**config.mk**
```make
export PLATFORM = sky130hd
export DESIGN_NAME = keypad_four_function_calculator
export DESIGN_NICKNAME = d
export VERILOG_FILES = /design/src/hdl/kfc_pkg.sv /design/src/hdl/kfc_ctrl.sv /design/src/hdl/kfc_dp.sv /design/src/hdl/keypad_four_function_calculator.sv
export SDC_FILE = /design/constraint.sdc
export NUM_CORES = 1
export LEC_CHECK = 0
export BUFFER_PORTS_ARGS = -buffer_cell sky130_fd_sc_hd__buf_2
export CAP_MARGIN = 20
export CORE_AREA = 2 2 197 199
export DETAILED_ROUTE_END_ITERATION = 8
export DIE_AREA = 0 0 199 201
export PLACE_DENSITY = 0.83
export SETUP_SLACK_MARGIN = 0.05
export SYNTH_ARGS = -nofsm -noshare
export SYNTH_HDL_FRONTEND = slang
export SYNTH_HIERARCHICAL = 1
export SYNTH_SLANG_ARGS = --single-unit
```
**constraint.sdc**
```tcl
create_clock -name clk -period 12.4 [get_ports clk]
set_clock_uncertainty 0.05 [all_clocks]
set_input_delay 2.48 -clock clk [delete_from_list [all_inputs] [get_ports clk]]
set_output_delay 2.48 -clock clk [all_outputs]
set_load 0.02 [all_outputs]
```
**src/hdl/kfc_pkg.sv**
```systemverilog
// Shared types and constants for the keypad four-function calculator.
// Used by kfc_ctrl, kfc_dp and keypad_four_function_calculator; no dependencies.
package kfc_pkg;

    localparam int unsigned DATA_W    = 32;
    localparam int unsigned ITER_STEPS = DATA_W;
    localparam int unsigned CNT_W     = $clog2(ITER_STEPS);
    localparam logic [CNT_W-1:0] CNT_LAST = CNT_W'(ITER_STEPS - 1);

    localparam logic signed [DATA_W-1:0] ENTRY_LIMIT = 32'sd9999999;

    typedef enum logic [1:0] {
        KIND_DIGIT    = 2'd0,
        KIND_OPERATOR = 2'd1,
        KIND_EQUALS   = 2'd2,
        KIND_CLEAR    = 2'd3
    } kind_t;

    // pending operator codes as held in the latch and shown on the output
    localparam logic [2:0] PEND_NONE = 3'd0;
    localparam logic [2:0] PEND_ADD  = 3'd1;
    localparam logic [2:0] PEND_SUB  = 3'd2;
    localparam logic [2:0] PEND_MUL  = 3'd3;
    localparam logic [2:0] PEND_DIV  = 3'd4;

    typedef struct packed {
        kind_t       kind;
        logic [3:0]  digit;
        logic [1:0]  operator_code;
    } key_t;

    typedef struct packed {
        logic signed [DATA_W-1:0] shown_value;
        logic [2:0]               pending_operator;
    } result_t;

    typedef enum logic [2:0] {
        ST_IDLE,
        ST_DECODE,
        ST_ITER,
        ST_COMMIT,
        ST_OUTPUT
    } state_t;

    typedef struct packed {
        logic capture;
        logic apply_key;
        logic start_iter;
        logic step_iter;
        logic commit_eval;
        logic load_out;
    } cmd_t;

    typedef struct packed {
        kind_t kind;
        logic  iter_needed;
        logic  iter_last;
    } status_t;

endpackage

```
**src/hdl/kfc_ctrl.sv**
```systemverilog
// Control state machine for the calculator: sequences key decode, the
// iterative multiply/divide and the output beat. Depends on kfc_pkg.
module kfc_ctrl (
    input  logic             clk,
    input  logic             rst_n,
    input  logic             in_valid,
    output logic             in_ready,
    output logic             out_valid,
    input  logic             out_ready,
    input  kfc_pkg::status_t status,
    output kfc_pkg::cmd_t    cmd
);

    kfc_pkg::state_t state_reg, state_next;
    logic out_valid_reg, out_valid_next;
    logic out_free;

    assign out_free  = !out_valid_reg || out_ready;
    assign in_ready  = (state_reg == kfc_pkg::ST_IDLE);
    assign out_valid = out_valid_reg;

    always_comb
    begin
        state_next = state_reg;
        unique case (state_reg)
            kfc_pkg::ST_IDLE:
            begin
                if (in_valid)
                    state_next = kfc_pkg::ST_DECODE;
            end
            kfc_pkg::ST_DECODE:
            begin
                if (status.kind inside {kfc_pkg::KIND_DIGIT, kfc_pkg::KIND_CLEAR})
                    state_next = kfc_pkg::ST_OUTPUT;
                else if (status.iter_needed)
                    state_next = kfc_pkg::ST_ITER;
                else
                    state_next = kfc_pkg::ST_OUTPUT;
            end
            kfc_pkg::ST_ITER:
            begin
                if (status.iter_last)
                    state_next = kfc_pkg::ST_COMMIT;
            end
            kfc_pkg::ST_COMMIT:
            begin
                state_next = kfc_pkg::ST_OUTPUT;
            end
            kfc_pkg::ST_OUTPUT:
            begin
                if (out_free)
                    state_next = kfc_pkg::ST_IDLE;
            end
            default:
            begin
                state_next = kfc_pkg::ST_IDLE;
            end
        endcase
    end

    always_comb
    begin
        cmd = '0;
        unique case (state_reg)
            kfc_pkg::ST_IDLE:
            begin
                cmd.capture = in_valid;
            end
            kfc_pkg::ST_DECODE:
            begin
                if (status.kind inside {kfc_pkg::KIND_DIGIT, kfc_pkg::KIND_CLEAR})
                    cmd.apply_key = 1'b1;
                else if (status.iter_needed)
                    cmd.start_iter = 1'b1;
                else
                    cmd.commit_eval = 1'b1;
            end
            kfc_pkg::ST_ITER:
            begin
                cmd.step_iter = 1'b1;
            end
            kfc_pkg::ST_COMMIT:
            begin
                cmd.commit_eval = 1'b1;
            end
            kfc_pkg::ST_OUTPUT:
            begin
                cmd.load_out = out_free;
            end
            default:
            begin
                cmd = '0;
            end
        endcase
    end

    always_comb
    begin
        out_valid_next = out_valid_reg;
        if (cmd.load_out)
            out_valid_next = 1'b1;
        else if (out_ready)
            out_valid_next = 1'b0;
    end

    always_ff @(posedge clk or negedge rst_n)
    begin
        if (!rst_n)
        begin
            state_reg     <= kfc_pkg::ST_IDLE;
            out_valid_reg <= 1'b0;
        end
        else
        begin
            state_reg     <= state_next;
            out_valid_reg <= out_valid_next;
        end
    end

endmodule

```
**src/hdl/kfc_dp.sv**
```systemverilog
// Datapath for the calculator: accumulator, entry, operator latch, a shared
// one-bit-per-cycle shift-add multiplier / restoring divider and the output
// register. Depends on kfc_pkg.
module kfc_dp (
    input  logic              clk,
    input  logic              rst_n,
    input  kfc_pkg::key_t     in_data,
    input  kfc_pkg::cmd_t     cmd,
    output kfc_pkg::status_t  status,
    output kfc_pkg::result_t  out_data
);

    localparam int unsigned W = kfc_pkg::DATA_W;

    kfc_pkg::key_t    key_reg;
    logic [W-1:0]     acc_reg, acc_next;
    logic [W-1:0]     entry_reg, entry_next;
    logic [2:0]       op_reg, op_next;
    logic [W-1:0]     shown_reg, shown_next;
    kfc_pkg::result_t out_reg;

    // shared iterative unit: multiplicand/divisor, multiplier/quotient,
    // product/remainder
    logic [W-1:0]     work_a_reg, work_a_next;
    logic [W-1:0]     work_q_reg, work_q_next;
    logic [W-1:0]     work_r_reg, work_r_next;
    logic [kfc_pkg::CNT_W-1:0] cnt_reg, cnt_next;

    logic             is_div;
    logic             acc_neg, entry_neg;
    logic [W-1:0]     acc_mag, entry_mag;
    logic [W:0]       trial;
    logic [W-1:0]     entry_x10;
    logic [W-1:0]     eval_r;

    assign is_div    = (op_reg == kfc_pkg::PEND_DIV);
    assign acc_neg   = acc_reg[W-1];
    assign entry_neg = entry_reg[W-1];
    assign acc_mag   = acc_neg ? (~acc_reg + 1'b1) : acc_reg;
    assign entry_mag = entry_neg ? (~entry_reg + 1'b1) : entry_reg;
    assign trial     = {work_r_reg, work_q_reg[W-1]} - {1'b0, work_a_reg};
    assign entry_x10 = (entry_reg << 3) + (entry_reg << 1) + W'(key_reg.digit);

    assign status.kind        = key_reg.kind;
    assign status.iter_needed = (op_reg == kfc_pkg::PEND_MUL) || is_div;
    assign status.iter_last   = (cnt_reg == kfc_pkg::CNT_LAST);

    assign out_data = out_reg;

    always_comb
    begin
        case (op_reg)
            kfc_pkg::PEND_ADD: eval_r = acc_reg + entry_reg;
            kfc_pkg::PEND_SUB: eval_r = acc_reg - entry_reg;
            kfc_pkg::PEND_MUL: eval_r = work_r_reg;
            kfc_pkg::PEND_DIV:
            begin
                if (entry_reg == '0)
                    eval_r = '0;
                else if (acc_neg != entry_neg)
                    eval_r = ~work_q_reg + 1'b1;
                else
                    eval_r = work_q_reg;
            end
            default:           eval_r = entry_reg;
        endcase
    end

    always_comb
    begin
        work_a_next = work_a_reg;
        work_q_next = work_q_reg;
        work_r_next = work_r_reg;
        cnt_next    = cnt_reg;
        if (cmd.start_iter)
        begin
            work_a_next = is_div ? entry_mag : acc_reg;
            work_q_next = is_div ? acc_mag : entry_reg;
            work_r_next = '0;
            cnt_next    = '0;
        end
        else if (cmd.step_iter)
        begin
            cnt_next = cnt_reg + 1'b1;
            if (is_div)
            begin
                // keep the trial remainder when it did not go negative
                if (!trial[W])
                begin
                    work_r_next = trial[W-1:0];
                    work_q_next = {work_q_reg[W-2:0], 1'b1};
                end
                else
                begin
                    work_r_next = {work_r_reg[W-2:0], work_q_reg[W-1]};
                    work_q_next = {work_q_reg[W-2:0], 1'b0};
                end
            end
            else
            begin
                if (work_q_reg[0])
                    work_r_next = work_r_reg + work_a_reg;
                work_a_next = work_a_reg << 1;
                work_q_next = work_q_reg >> 1;
            end
        end
    end

    always_comb
    begin
        acc_next   = acc_reg;
        entry_next = entry_reg;
        op_next    = op_reg;
        shown_next = shown_reg;
        if (cmd.apply_key)
        begin
            if (key_reg.kind == kfc_pkg::KIND_CLEAR)
            begin
                acc_next   = '0;
                entry_next = '0;
                op_next    = kfc_pkg::PEND_NONE;
                shown_next = '0;
            end
            else
            begin
                if ($signed(entry_reg) < kfc_pkg::ENTRY_LIMIT)
                    entry_next = entry_x10;
                shown_next = entry_next;
            end
        end
        else if (cmd.commit_eval)
        begin
            acc_next   = eval_r;
            shown_next = eval_r;
            if (key_reg.kind == kfc_pkg::KIND_OPERATOR)
            begin
                entry_next = '0;
                op_next    = 3'(key_reg.operator_code) + 3'd1;
            end
            else
            begin
                entry_next = eval_r;
                op_next    = kfc_pkg::PEND_NONE;
            end
        end
    end

    always_ff @(posedge clk or negedge rst_n)
    begin
        if (!rst_n)
        begin
            acc_reg   <= '0;
            entry_reg <= '0;
            op_reg    <= kfc_pkg::PEND_NONE;
        end
        else
        begin
            acc_reg   <= acc_next;
            entry_reg <= entry_next;
            op_reg    <= op_next;
        end
    end

    always_ff @(posedge clk)
    begin
        if (cmd.capture)
            key_reg <= in_data;
        shown_reg  <= shown_next;
        work_a_reg <= work_a_next;
        work_q_reg <= work_q_next;
        work_r_reg <= work_r_next;
        cnt_reg    <= cnt_next;
        if (cmd.load_out)
        begin
            out_reg.shown_value      <= $signed(shown_reg);
            out_reg.pending_operator <= op_reg;
        end
    end

endmodule

```
**src/hdl/keypad_four_function_calculator.sv**
```systemverilog
// Keypad four-function calculator: one key press per input beat, one result beat per key.
// Digit and clear keys, and operator or equals keys with no pending multiply or divide,
// go IDLE, DECODE, OUTPUT; under a pending multiply or divide a key also runs 32 steps of
// the shared shift-add / restoring unit in ITER, then COMMIT. Keys are accepted in IDLE.
// Reset (rst_n low, asynchronous) zeroes accumulator, entry and pending operator.
// Depends on kfc_pkg, kfc_ctrl and kfc_dp.
module keypad_four_function_calculator (
    input  logic             clk,
    input  logic             rst_n,
    input  logic             in_valid,
    output logic             in_ready,
    input  kfc_pkg::key_t    in_data,
    output logic             out_valid,
    input  logic             out_ready,
    output kfc_pkg::result_t out_data
);

    kfc_pkg::cmd_t    cmd;
    kfc_pkg::status_t status;

    kfc_ctrl u_ctrl (
        .clk       (clk),
        .rst_n     (rst_n),
        .in_valid  (in_valid),
        .in_ready  (in_ready),
        .out_valid (out_valid),
        .out_ready (out_ready),
        .status    (status),
        .cmd       (cmd)
    );

    kfc_dp u_dp (
        .clk      (clk),
        .rst_n    (rst_n),
        .in_data  (in_data),
        .cmd      (cmd),
        .status   (status),
        .out_data (out_data)
    );

endmodule
```
# --- Yosys cells after proc, flatten, opt, wreduce, memory -nomap -nowiden ---
# Cells that the tools add are included.
word_totals:
  ff_bits: 247
  in_bits: 12
  output_inout_bits: 37
op_classes:
  bitwise_logic: 3
  eq_ne: 17
  order_cmp: 1
  addsub: 11
  n_reduce_logical: 15
  mux: 48
op_table:
  columns: ["op", "n"]
  rows:
  - ["$mux 32", 24]
  - ["$pmux 32 s4", 1]
  - ["$add 32x1->32 const B", 3]
  - ["$add 32x32->32", 3]
  - ["$not 32->32", 3]
  - ["$sub 33x32->33", 1]
  - ["$add 32x4->32", 1]
  - ["$logic_not 32->1", 1]
  - ["$lt 32x25->1 const B", 1]
  - ["$sub 32x32->32", 1]
  - ["$mux 3", 9]
  - ["$pmux 3 s5", 1]
  - ["$eq 3x2->1 const B", 4]
  - ["$mux 1", 11]
  - ["$reduce_bool 2->1", 5]
  - ["$eq 3x1->1 const B", 2]
  - ["$eq 3x3->1 const B", 2]
  - ["$ne 2x2->1 const B", 3]
  - ["$reduce_and 2->1", 3]
  - ["$add 5x1->5 const B", 1]
  - ["$eq 5x5->1 const B", 1]
  - ["$ne 2x1->1 const B", 2]
  - ["$add 2x1->3 const B", 1]
  - ["$logic_not 3->1", 1]
  - ["9 further kinds", 10]

# --- Logic depth before layout (Yosys ltp) ---
# Gate-level depths: netlist of the first run.
logic_depth:
  ltp_word: 8
  ltp_mapped: 23
  mapped_depth_nobuf: 19

# --- Hierarchy ---
# The synthesis of the first run kept the hierarchy.
by_module_without_submodules:
  columns: ["mod", "area_per_inst_um2", "cells_each", "instances"]
  rows:
  - ["kfc_dp", 21180.3, 2425, 1]
  - ["kfc_ctrl", 230.2, 26, 1]

# --- Worst setup path before layout of the first run ---
# No wires, ideal clock.
synth_path:
  kind: "flip-flop to flip-flop"
  startpoint: "register u_dp.entry_reg[1]"
  endpoint: "register u_dp.shown_reg[31] (data pin)"
  t_required_ns: 12.088
  arrival_ns: 4.681
  setup_time_ns: 0.262
  path_buffers: 5
  synth_period_minus_slack_ns: 4.993
  slack_ns: 7.407
  stages_incl_launch_ff: 23
  cell_sequence: "dfrtp_1 -> clkbuf_1 -> inv_1 -> ha_1 -> or4b_1 -> nand2b_1 -> buf_2 -> or4_1 -> clkbuf_1 -> or2_1 -> clkbuf_1 -> o31ai_1 -> xor2_1 -> ha_1 -> clkbuf_1 -> a21oi_1 -> o21bai_1 -> a21oi_1 -> or2_2 -> a21oi_1 -> a211oi_1 -> a21oi_1 -> or2_2"
synth_via:
  elab_chain_cells: 5
  word_cells_on_any_way: 12
synth_rtl:
  columns: ["element", "line", "rtl"]
  rows:
  - ["start: declaration", "kfc_dp.sv:17", "logic [W-1:0] entry_reg, entry_next;"]
  - ["start signal: assignment", "kfc_dp.sv:159", "entry_reg <= entry_next;"]
  - ["$add 32x32->32 or $logic_not 32->1 (tied branches)", "kfc_dp.sv:42, kfc_dp.sv:58", null]
  - ["$add 32x4->32 or $mux 32 (tied branches)", "kfc_dp.sv:42, kfc_dp.sv:58", null]
  - ["$mux 32 or $pmux 32 s4 (tied branches)", "kfc_dp.sv:126, kfc_dp.sv:52", null]
  - ["$mux 32, on equally long branches", "kfc_dp.sv:117, kfc_dp.sv:131", null]
  - ["$mux 32 (*)", "kfc_dp.sv:115", "if (cmd.apply_key)"]
  - ["via u_dp.shown_next[31]", "kfc_dp.sv:19", "logic [W-1:0] shown_reg, shown_next;"]
  - ["end signal: assignment", "kfc_dp.sv:168", "shown_reg <= shown_next;"]
  - ["end: declaration", "kfc_dp.sv:19", null]
# Mark *: on every way through the listed nets, which the timed path passes. The rest lies on a longest branch. The select of a mux whose other input is x is not followed.
# A chain may end at the register's enable or synchronous reset.

# --- Worst setup path in the final report of the first run ---
layout_path:
  startpoint: "register u_dp.entry_reg[0]"
  endpoint: "register u_dp.shown_reg[31] (data pin)"
# The elaborated chain is that of the path after synthesis.

==> qor.yml, run 1 <==
run:
  maxCapViolations: 0
synth:
  syn_nets: 2628
  netlist_area_sq_mm: 0.0214
  synth.avg_cell_area_sq_um: 8.74
  ys_types: 87
  ys_seq_area_share_pct: 31.3
  ys.flop_type: "edfxtp_1"
  synth-seq-cells: 247
  yosysWarnings: 6
  syn-instance-count: 2451
  ys_async_sr_fraction_pct: 28.7
  synth_edf_count: 139
drt:
  vias_per_cell: 6.64
  vias: 19600
  drtIter0Drc: 1871
  ant_nets: 0
  wirelength_microns: 67000
  wire_per_inst_microns: 22.6
  first_pass_iters: 6
  drcViolationCount: 0
power_and_ir_drop:
  p_total_mw: 7.08
  ir_drop_v: 0.000195
  leakage_nw: 9.55
  powerDensity_mw_per_mm2: 308
setup_path:
  crit_type: "register to register"
  critPathMaxFanout: 11
  worstPathArrival_ns: 5.87
  worst_path_max_delay_cell: "or4_1"
  crit_chain: "inv_1, ha_1, or4b_1, nand2b_1, or4_1, or2_1, o31ai_1, xor2_1, ha_1, a21oi_1, o21bai_1, a21oi_1, or2_2, a21oi_1, a211oi_1, a21oi_1, or2_2"
  cpMostUsedCell: "a21oi_1"
  end_kind: "register"
  worstPathRequired_ns: 12.66
  cpLargestDelayFamily: "simple AND/OR/NAND/NOR gates"
  max_stage_delay_ns: 0.74
  critPathBufInv: 1
  startpoint_type: "register"
timing:
  rsz0062_at_grt: "false"
  slew_violations: 0
  max_slew_margin_pct: 25.8
  layout_setup_ws_ns: 6.79
  final-hold-violation-count: 0
  setup_violations: 0
  worst_pin_slew_ns: 1.11
  finalCritPeriodShare_pct: 45.2
  period_minus_slack_ns: 5.61
  fmax_mhz: 178
  holdWs_ns: 0.368
  tns_ns: 0
final_layout:
  final_nets: 2596
  stdcell_count: 2960
  antenna_cells: 0
  fin_area_sq_mm: 0.0230
  largest_reg_flops: 35
  final_cell_mix: "223 x nand2_1, 209 x o21ai_0, 184 x nor2_1, 174 x a21oi_1, 160 x ha_1"
  area_delta_synth_final_pct: 7.42
  mostFrequentLayoutCell: "nand2_1"
  drive_above_1_share_pct: 8.89
  final_util_pct: 60.4
clock_network:
  clkLatencyLatePin_ns: 0.59
  cts_resized: 0
  cts_tree: "yes"
  postCtsSetupBuffers: 0
  clock_path_buffers: 3
  cts_hold_repair.buffers: 0
  cts_root_buffer: "clkbuf_16"
  numCtsBuffers: 29
  h-tree-depth: 1
  path_clk_slew_ns: 0.06
  clock-sinks: 247
floorplan:
  io_pins: 49
  start_util_pct: 56.2
  die_area_sq_mm: 0.0400
  fp-row-count: 72
  fp.dieW_microns: 199
  coreArea_sq_mm: 0.0381
  dieHeight_microns: 201
placement:
  gp_congestion: 1.01
  dp_hpwl_microns: 50200
  placed_cells_incl_taps: 2905
  dp_worst_setup_slack_ns: 6.93
  portBuffers: 48
  place_area_sq_mm: 0.0220
global_routing:
  grt.total_usage_pct: 33.3
  grt_pass1_vias: 18700
  grt_first_pass_wirelength_microns: 105000
  grt_antenna_before_repair: 0
  grt_max_degree: 66
  grt-ovfl-total: 0
min_path:
  hold_class: "register to register"
outcome:
  status: "complete, no violations"
-- report_power, final --
group	switching [mW]	total [mW]	internal, mW
Sequential	0.475	1.69	1.21
Combinational	2.74	4.52	1.77
Clock	0.369	0.881	0.512
-- final cells by class --
class,count,area [sq um]
sequential,247,6690
multi-input combinational,1964,13800
clock buffer,37,786
tap,518,648
timing repair buffer,84,523
inverter,93,349
clock inverter,17,184
fill,3269,15100
-- routing by layer --
layer	routed length (microns)	up-vias	GRT usage (%)
li1	-	9093	-
met1	28300	9364	46.2
met2	30400	1035	53.5
met3	5870	153	4.17
met4	2360	0	12.1
met5	0	-	0
-- synthesized netlist by cell type, types with 54 or more instances --
cell type  number  area (sq um)
nor2_1        187           702
xor2_1         89           780
o21ai_0       210          1050
xnor2_1       121          1060
a21oi_1       174           871
ha_1          160          2000
nand2_1       224           841
inv_1          90           338
clkbuf_1      122           458
edfxtp_1      139          4170
a21o_1         79           593
o211ai_1       54           405
dfrtp_1        71          1780
-- path summary, 6_finish.rpt --
check / startpoint / cells after the start / to / slack (ns)
max: u_dp/entry_reg[0] / 17 / u_dp/shown_reg[31] / 6.79
min: u_dp/shown_reg[3] / 0 / u_dp/out_data[6] / 0.37
max reg2reg: u_dp/entry_reg[0] / 17 / u_dp/shown_reg[31] / 6.79
min reg2reg: u_dp/shown_reg[3] / 0 / u_dp/out_data[6] / 0.37
max in group asynchronous: rst_n / 2 / u_dp/entry_reg[17] / 9.36
min in group asynchronous: rst_n / 1 / u_dp/acc_reg[12] / 1.80
-- kinds of logic (layout without fill, tap and decap cells) --
logic type,count (synthesis),after routing,share of synthesized area [%]
fa+ha+maj,165,165,9.82
buf+inv,240,231,4.44
simple gates,682,682,15.1
flops,247,247,31.3
mux,67,67,5.07
compound gates,840,840,25.7
xor+xnor,210,210,8.59
Note: power is estimated with default switching activity, not from simulation.
==> run 2: changes to the inputs <==
==> constraint.sdc (replaced) <==
create_clock -name clk -period 5.5 [get_ports clk]
set_clock_uncertainty 0.05 [all_clocks]
set_input_delay 1.1 -clock clk [delete_from_list [all_inputs] [get_ports clk]]
set_output_delay 1.1 -clock clk [all_outputs]
set_load 0.02 [all_outputs]
==> qor.yml, run 2 (synthesis results as in run 1) <==
outcome:
  status: "complete, no violations"
global_routing:
  grt-ovfl-total: 0  # unchanged
  grt_pass1_vias: 19400  # +3.6%
  grt_max_degree: 72  # +9.1%
  grt_first_pass_wirelength_microns: 110000  # +5.2%
  grt_antenna_before_repair: 0  # unchanged
  grt.total_usage_pct: 35.4  # +2.0 points
power_and_ir_drop:
  p_total_mw: 16.7  # +140%
  power_switching_share_pct: 50.5  # -0.17 points
  ir_drop_v: 0.000410  # +110%
  pwr-share-comb_pct: 66.1  # +2.3 points
  seq_power_share_pct: 21.0  # -2.8 points
  powerDensity_mw_per_mm2: 710  # +130%
  p_switching_mw: 8.42  # +130%
  leakage_nw: 9.84  # +3.1%
  internal-power_mw: 8.26  # +140%
  pwr-share-clk_pct: 12.9  # +0.5 points
timing:
  tns_ns: 0  # unchanged
  period_minus_slack_ns: 5.29  # -0.317 ns
  worst_pin_slew_ns: 1.07  # -0.0443 ns
  rsz0062_at_grt: "false"
  slew_violations: 0  # unchanged
  fmax_mhz: 189  # +6.0%
  layout_setup_ws_ns: 0.207  # -6.58 ns
  setup_violations: 0  # unchanged
  holdWs_ns: 0.369  # +0.00165 ns
  max_slew_margin_pct: 28.7  # +3.0 points
  finalCritPeriodShare_pct: 96.2  # +51 points
  final-hold-violation-count: 0  # unchanged
clock_network:
  path_clk_slew_ns: 0.06  # about the same
  h-tree-depth: 1  # unchanged
  clock_path_buffers: 3  # unchanged
  cts_tree: "yes"
  clkLatencyLatePin_ns: 0.58  # about the same
  numCtsBuffers: 30  # +3.4%
  cts_hold_repair.buffers: 0  # unchanged
  cts_root_buffer: "clkbuf_16"
  clock-sinks: 247  # unchanged
final_layout:
  mostFrequentLayoutCell: "nand2_1"
  final_cell_mix: "223 x nand2_1, 207 x o21ai_0, 182 x nor2_1, 171 x a21oi_1, 160 x ha_1"
  n_fill_cell: 3230  # -1.2%
  area_delta_synth_final_pct: 9.67
  final_nets: 2643  # +1.8%
  drive_above_1_share_pct: 10.8  # +1.9 points
  final_util_pct: 61.6  # +1.3 points
  largest_reg_flops: 35  # unchanged
  fin_area_sq_mm: 0.0235  # +2.1%
  antenna_cells: 0  # unchanged
  multi_input_area_sq_mm: 0.0139  # +0.34%
  regArea_sq_mm: 0.00669  # unchanged
  stdcell_count: 3007  # +1.6%
drt:
  wirelength_microns: 70900  # +5.9%
  drtIter0Drc: 2141  # +14%
  ant_nets: 0  # unchanged
  first_pass_iters: 6  # unchanged
  wire_per_inst_microns: 23.6  # +4.3%
  vias: 20100  # +2.5%
  drcViolationCount: 0  # unchanged
  vias_per_cell: 6.70  # +0.92%
min_path:
  hold_class: "register to register"
  worstHoldStart: "u_dp/shown_reg[30]"
floorplan:
  fp-row-count: 72  # unchanged
  io_pins: 49  # unchanged
  dieHeight_microns: 201  # unchanged
  coreArea_sq_mm: 0.0381  # unchanged
  die_area_sq_mm: 0.0400  # unchanged
  fp.dieW_microns: 199  # unchanged
  start_util_pct: 56.2  # unchanged
setup_path:
  end_kind: "register"
  critPathMaxFanout: 9  # -2
  startpoint_type: "register"
  crit_type: "register to register"
  critPathLaunch: "u_dp/entry_reg[1]"
  r2r-start: "u_dp/entry_reg[1]"
  worstPathRequired_ns: 5.79  # -6.87 ns
  worstPathArrival_ns: 5.58  # -0.29 ns
run:
  maxCapViolations: 0  # unchanged
placement:
  gp_congestion: 0.991  # -2.2%
  dp_hpwl_microns: 53000  # +5.4%
  placed_cells_incl_taps: 2949  # +1.5%
  dp_worst_setup_slack_ns: 0.228  # -6.70 ns
  place_area_sq_mm: 0.0224  # +1.6%
  portBuffers: 48  # unchanged
[run 2: worst paths after layout]
kind / endpoint / slack (ns) / depth (start not counted)
max in group asynchronous: u_dp/entry_reg[12] / 3.72 / 2
min in group asynchronous: u_ctrl/state_reg[2] / 0.56 / 1
worst max register to register: u_dp/shown_reg[31] / 0.21 / 17
worst min register to register: u_dp/out_data[33] / 0.37 / 0
worst max-delay path: u_dp/shown_reg[31] / 0.21 / 17
worst min-delay path: u_dp/out_data[33] / 0.37 / 0
[run 2: repair_timing]
action / 4_1_cts / 5_1_grt
setup endpoints to repair: 0 / 15
hold endpoints to repair: 0 / 0
gates resized for setup: 0 / 10
buffers inserted: 0 / 2
[run 2: metal layers]
| metal | track usage [%] | share of wire, % |
|---|---|---|
| met5 | 0 | 0 |
| met4 | 14.0 | 4.1 |
| met3 | 5.51 | 11 |
| met2 | 55.1 | 44 |
| met1 | 49.4 | 41 |
[run 2: worst max-delay path: stages (launching register included)]
cell	delay, ns
dfrtp_1	0.48
inv_1	0.16
ha_1	0.25
or4b_1	0.49
nand2b_1	0.23
or4_1	0.64
or2_1	0.33
o31ai_1	0.28
xor2_1	0.19
ha_1	0.34
a21oi_1	0.22
o21bai_1	0.08
a21oi_1	0.33
or2_2	0.18
a21oi_1	0.07
a211oi_2	0.30
a21oi_1	0.12
or2_2	0.30
[run 2: power groups by stage]
stage | combinational [mW] | sequential, mW | clock (mW)
floorplan | 7.74 | 3.25 | 0
global placement | 10.4 | 3.48 | 0
detailed placement | 10.6 | 3.49 | 0
CTS | 10.7 | 3.47 | 2.17
global route | 12.0 | 3.56 | 2.25
finish | 11.0 | 3.50 | 2.15
[run 2: area by class of cell]
type,count,share of cell area [%]
clock buffers,45,3.83
clock inverters,10,0.682
inverters,93,1.49
multi-input cells,1964,59.0
flip-flops and latches,247,28.5
well taps,518,2.76
repair buffers,130,3.70
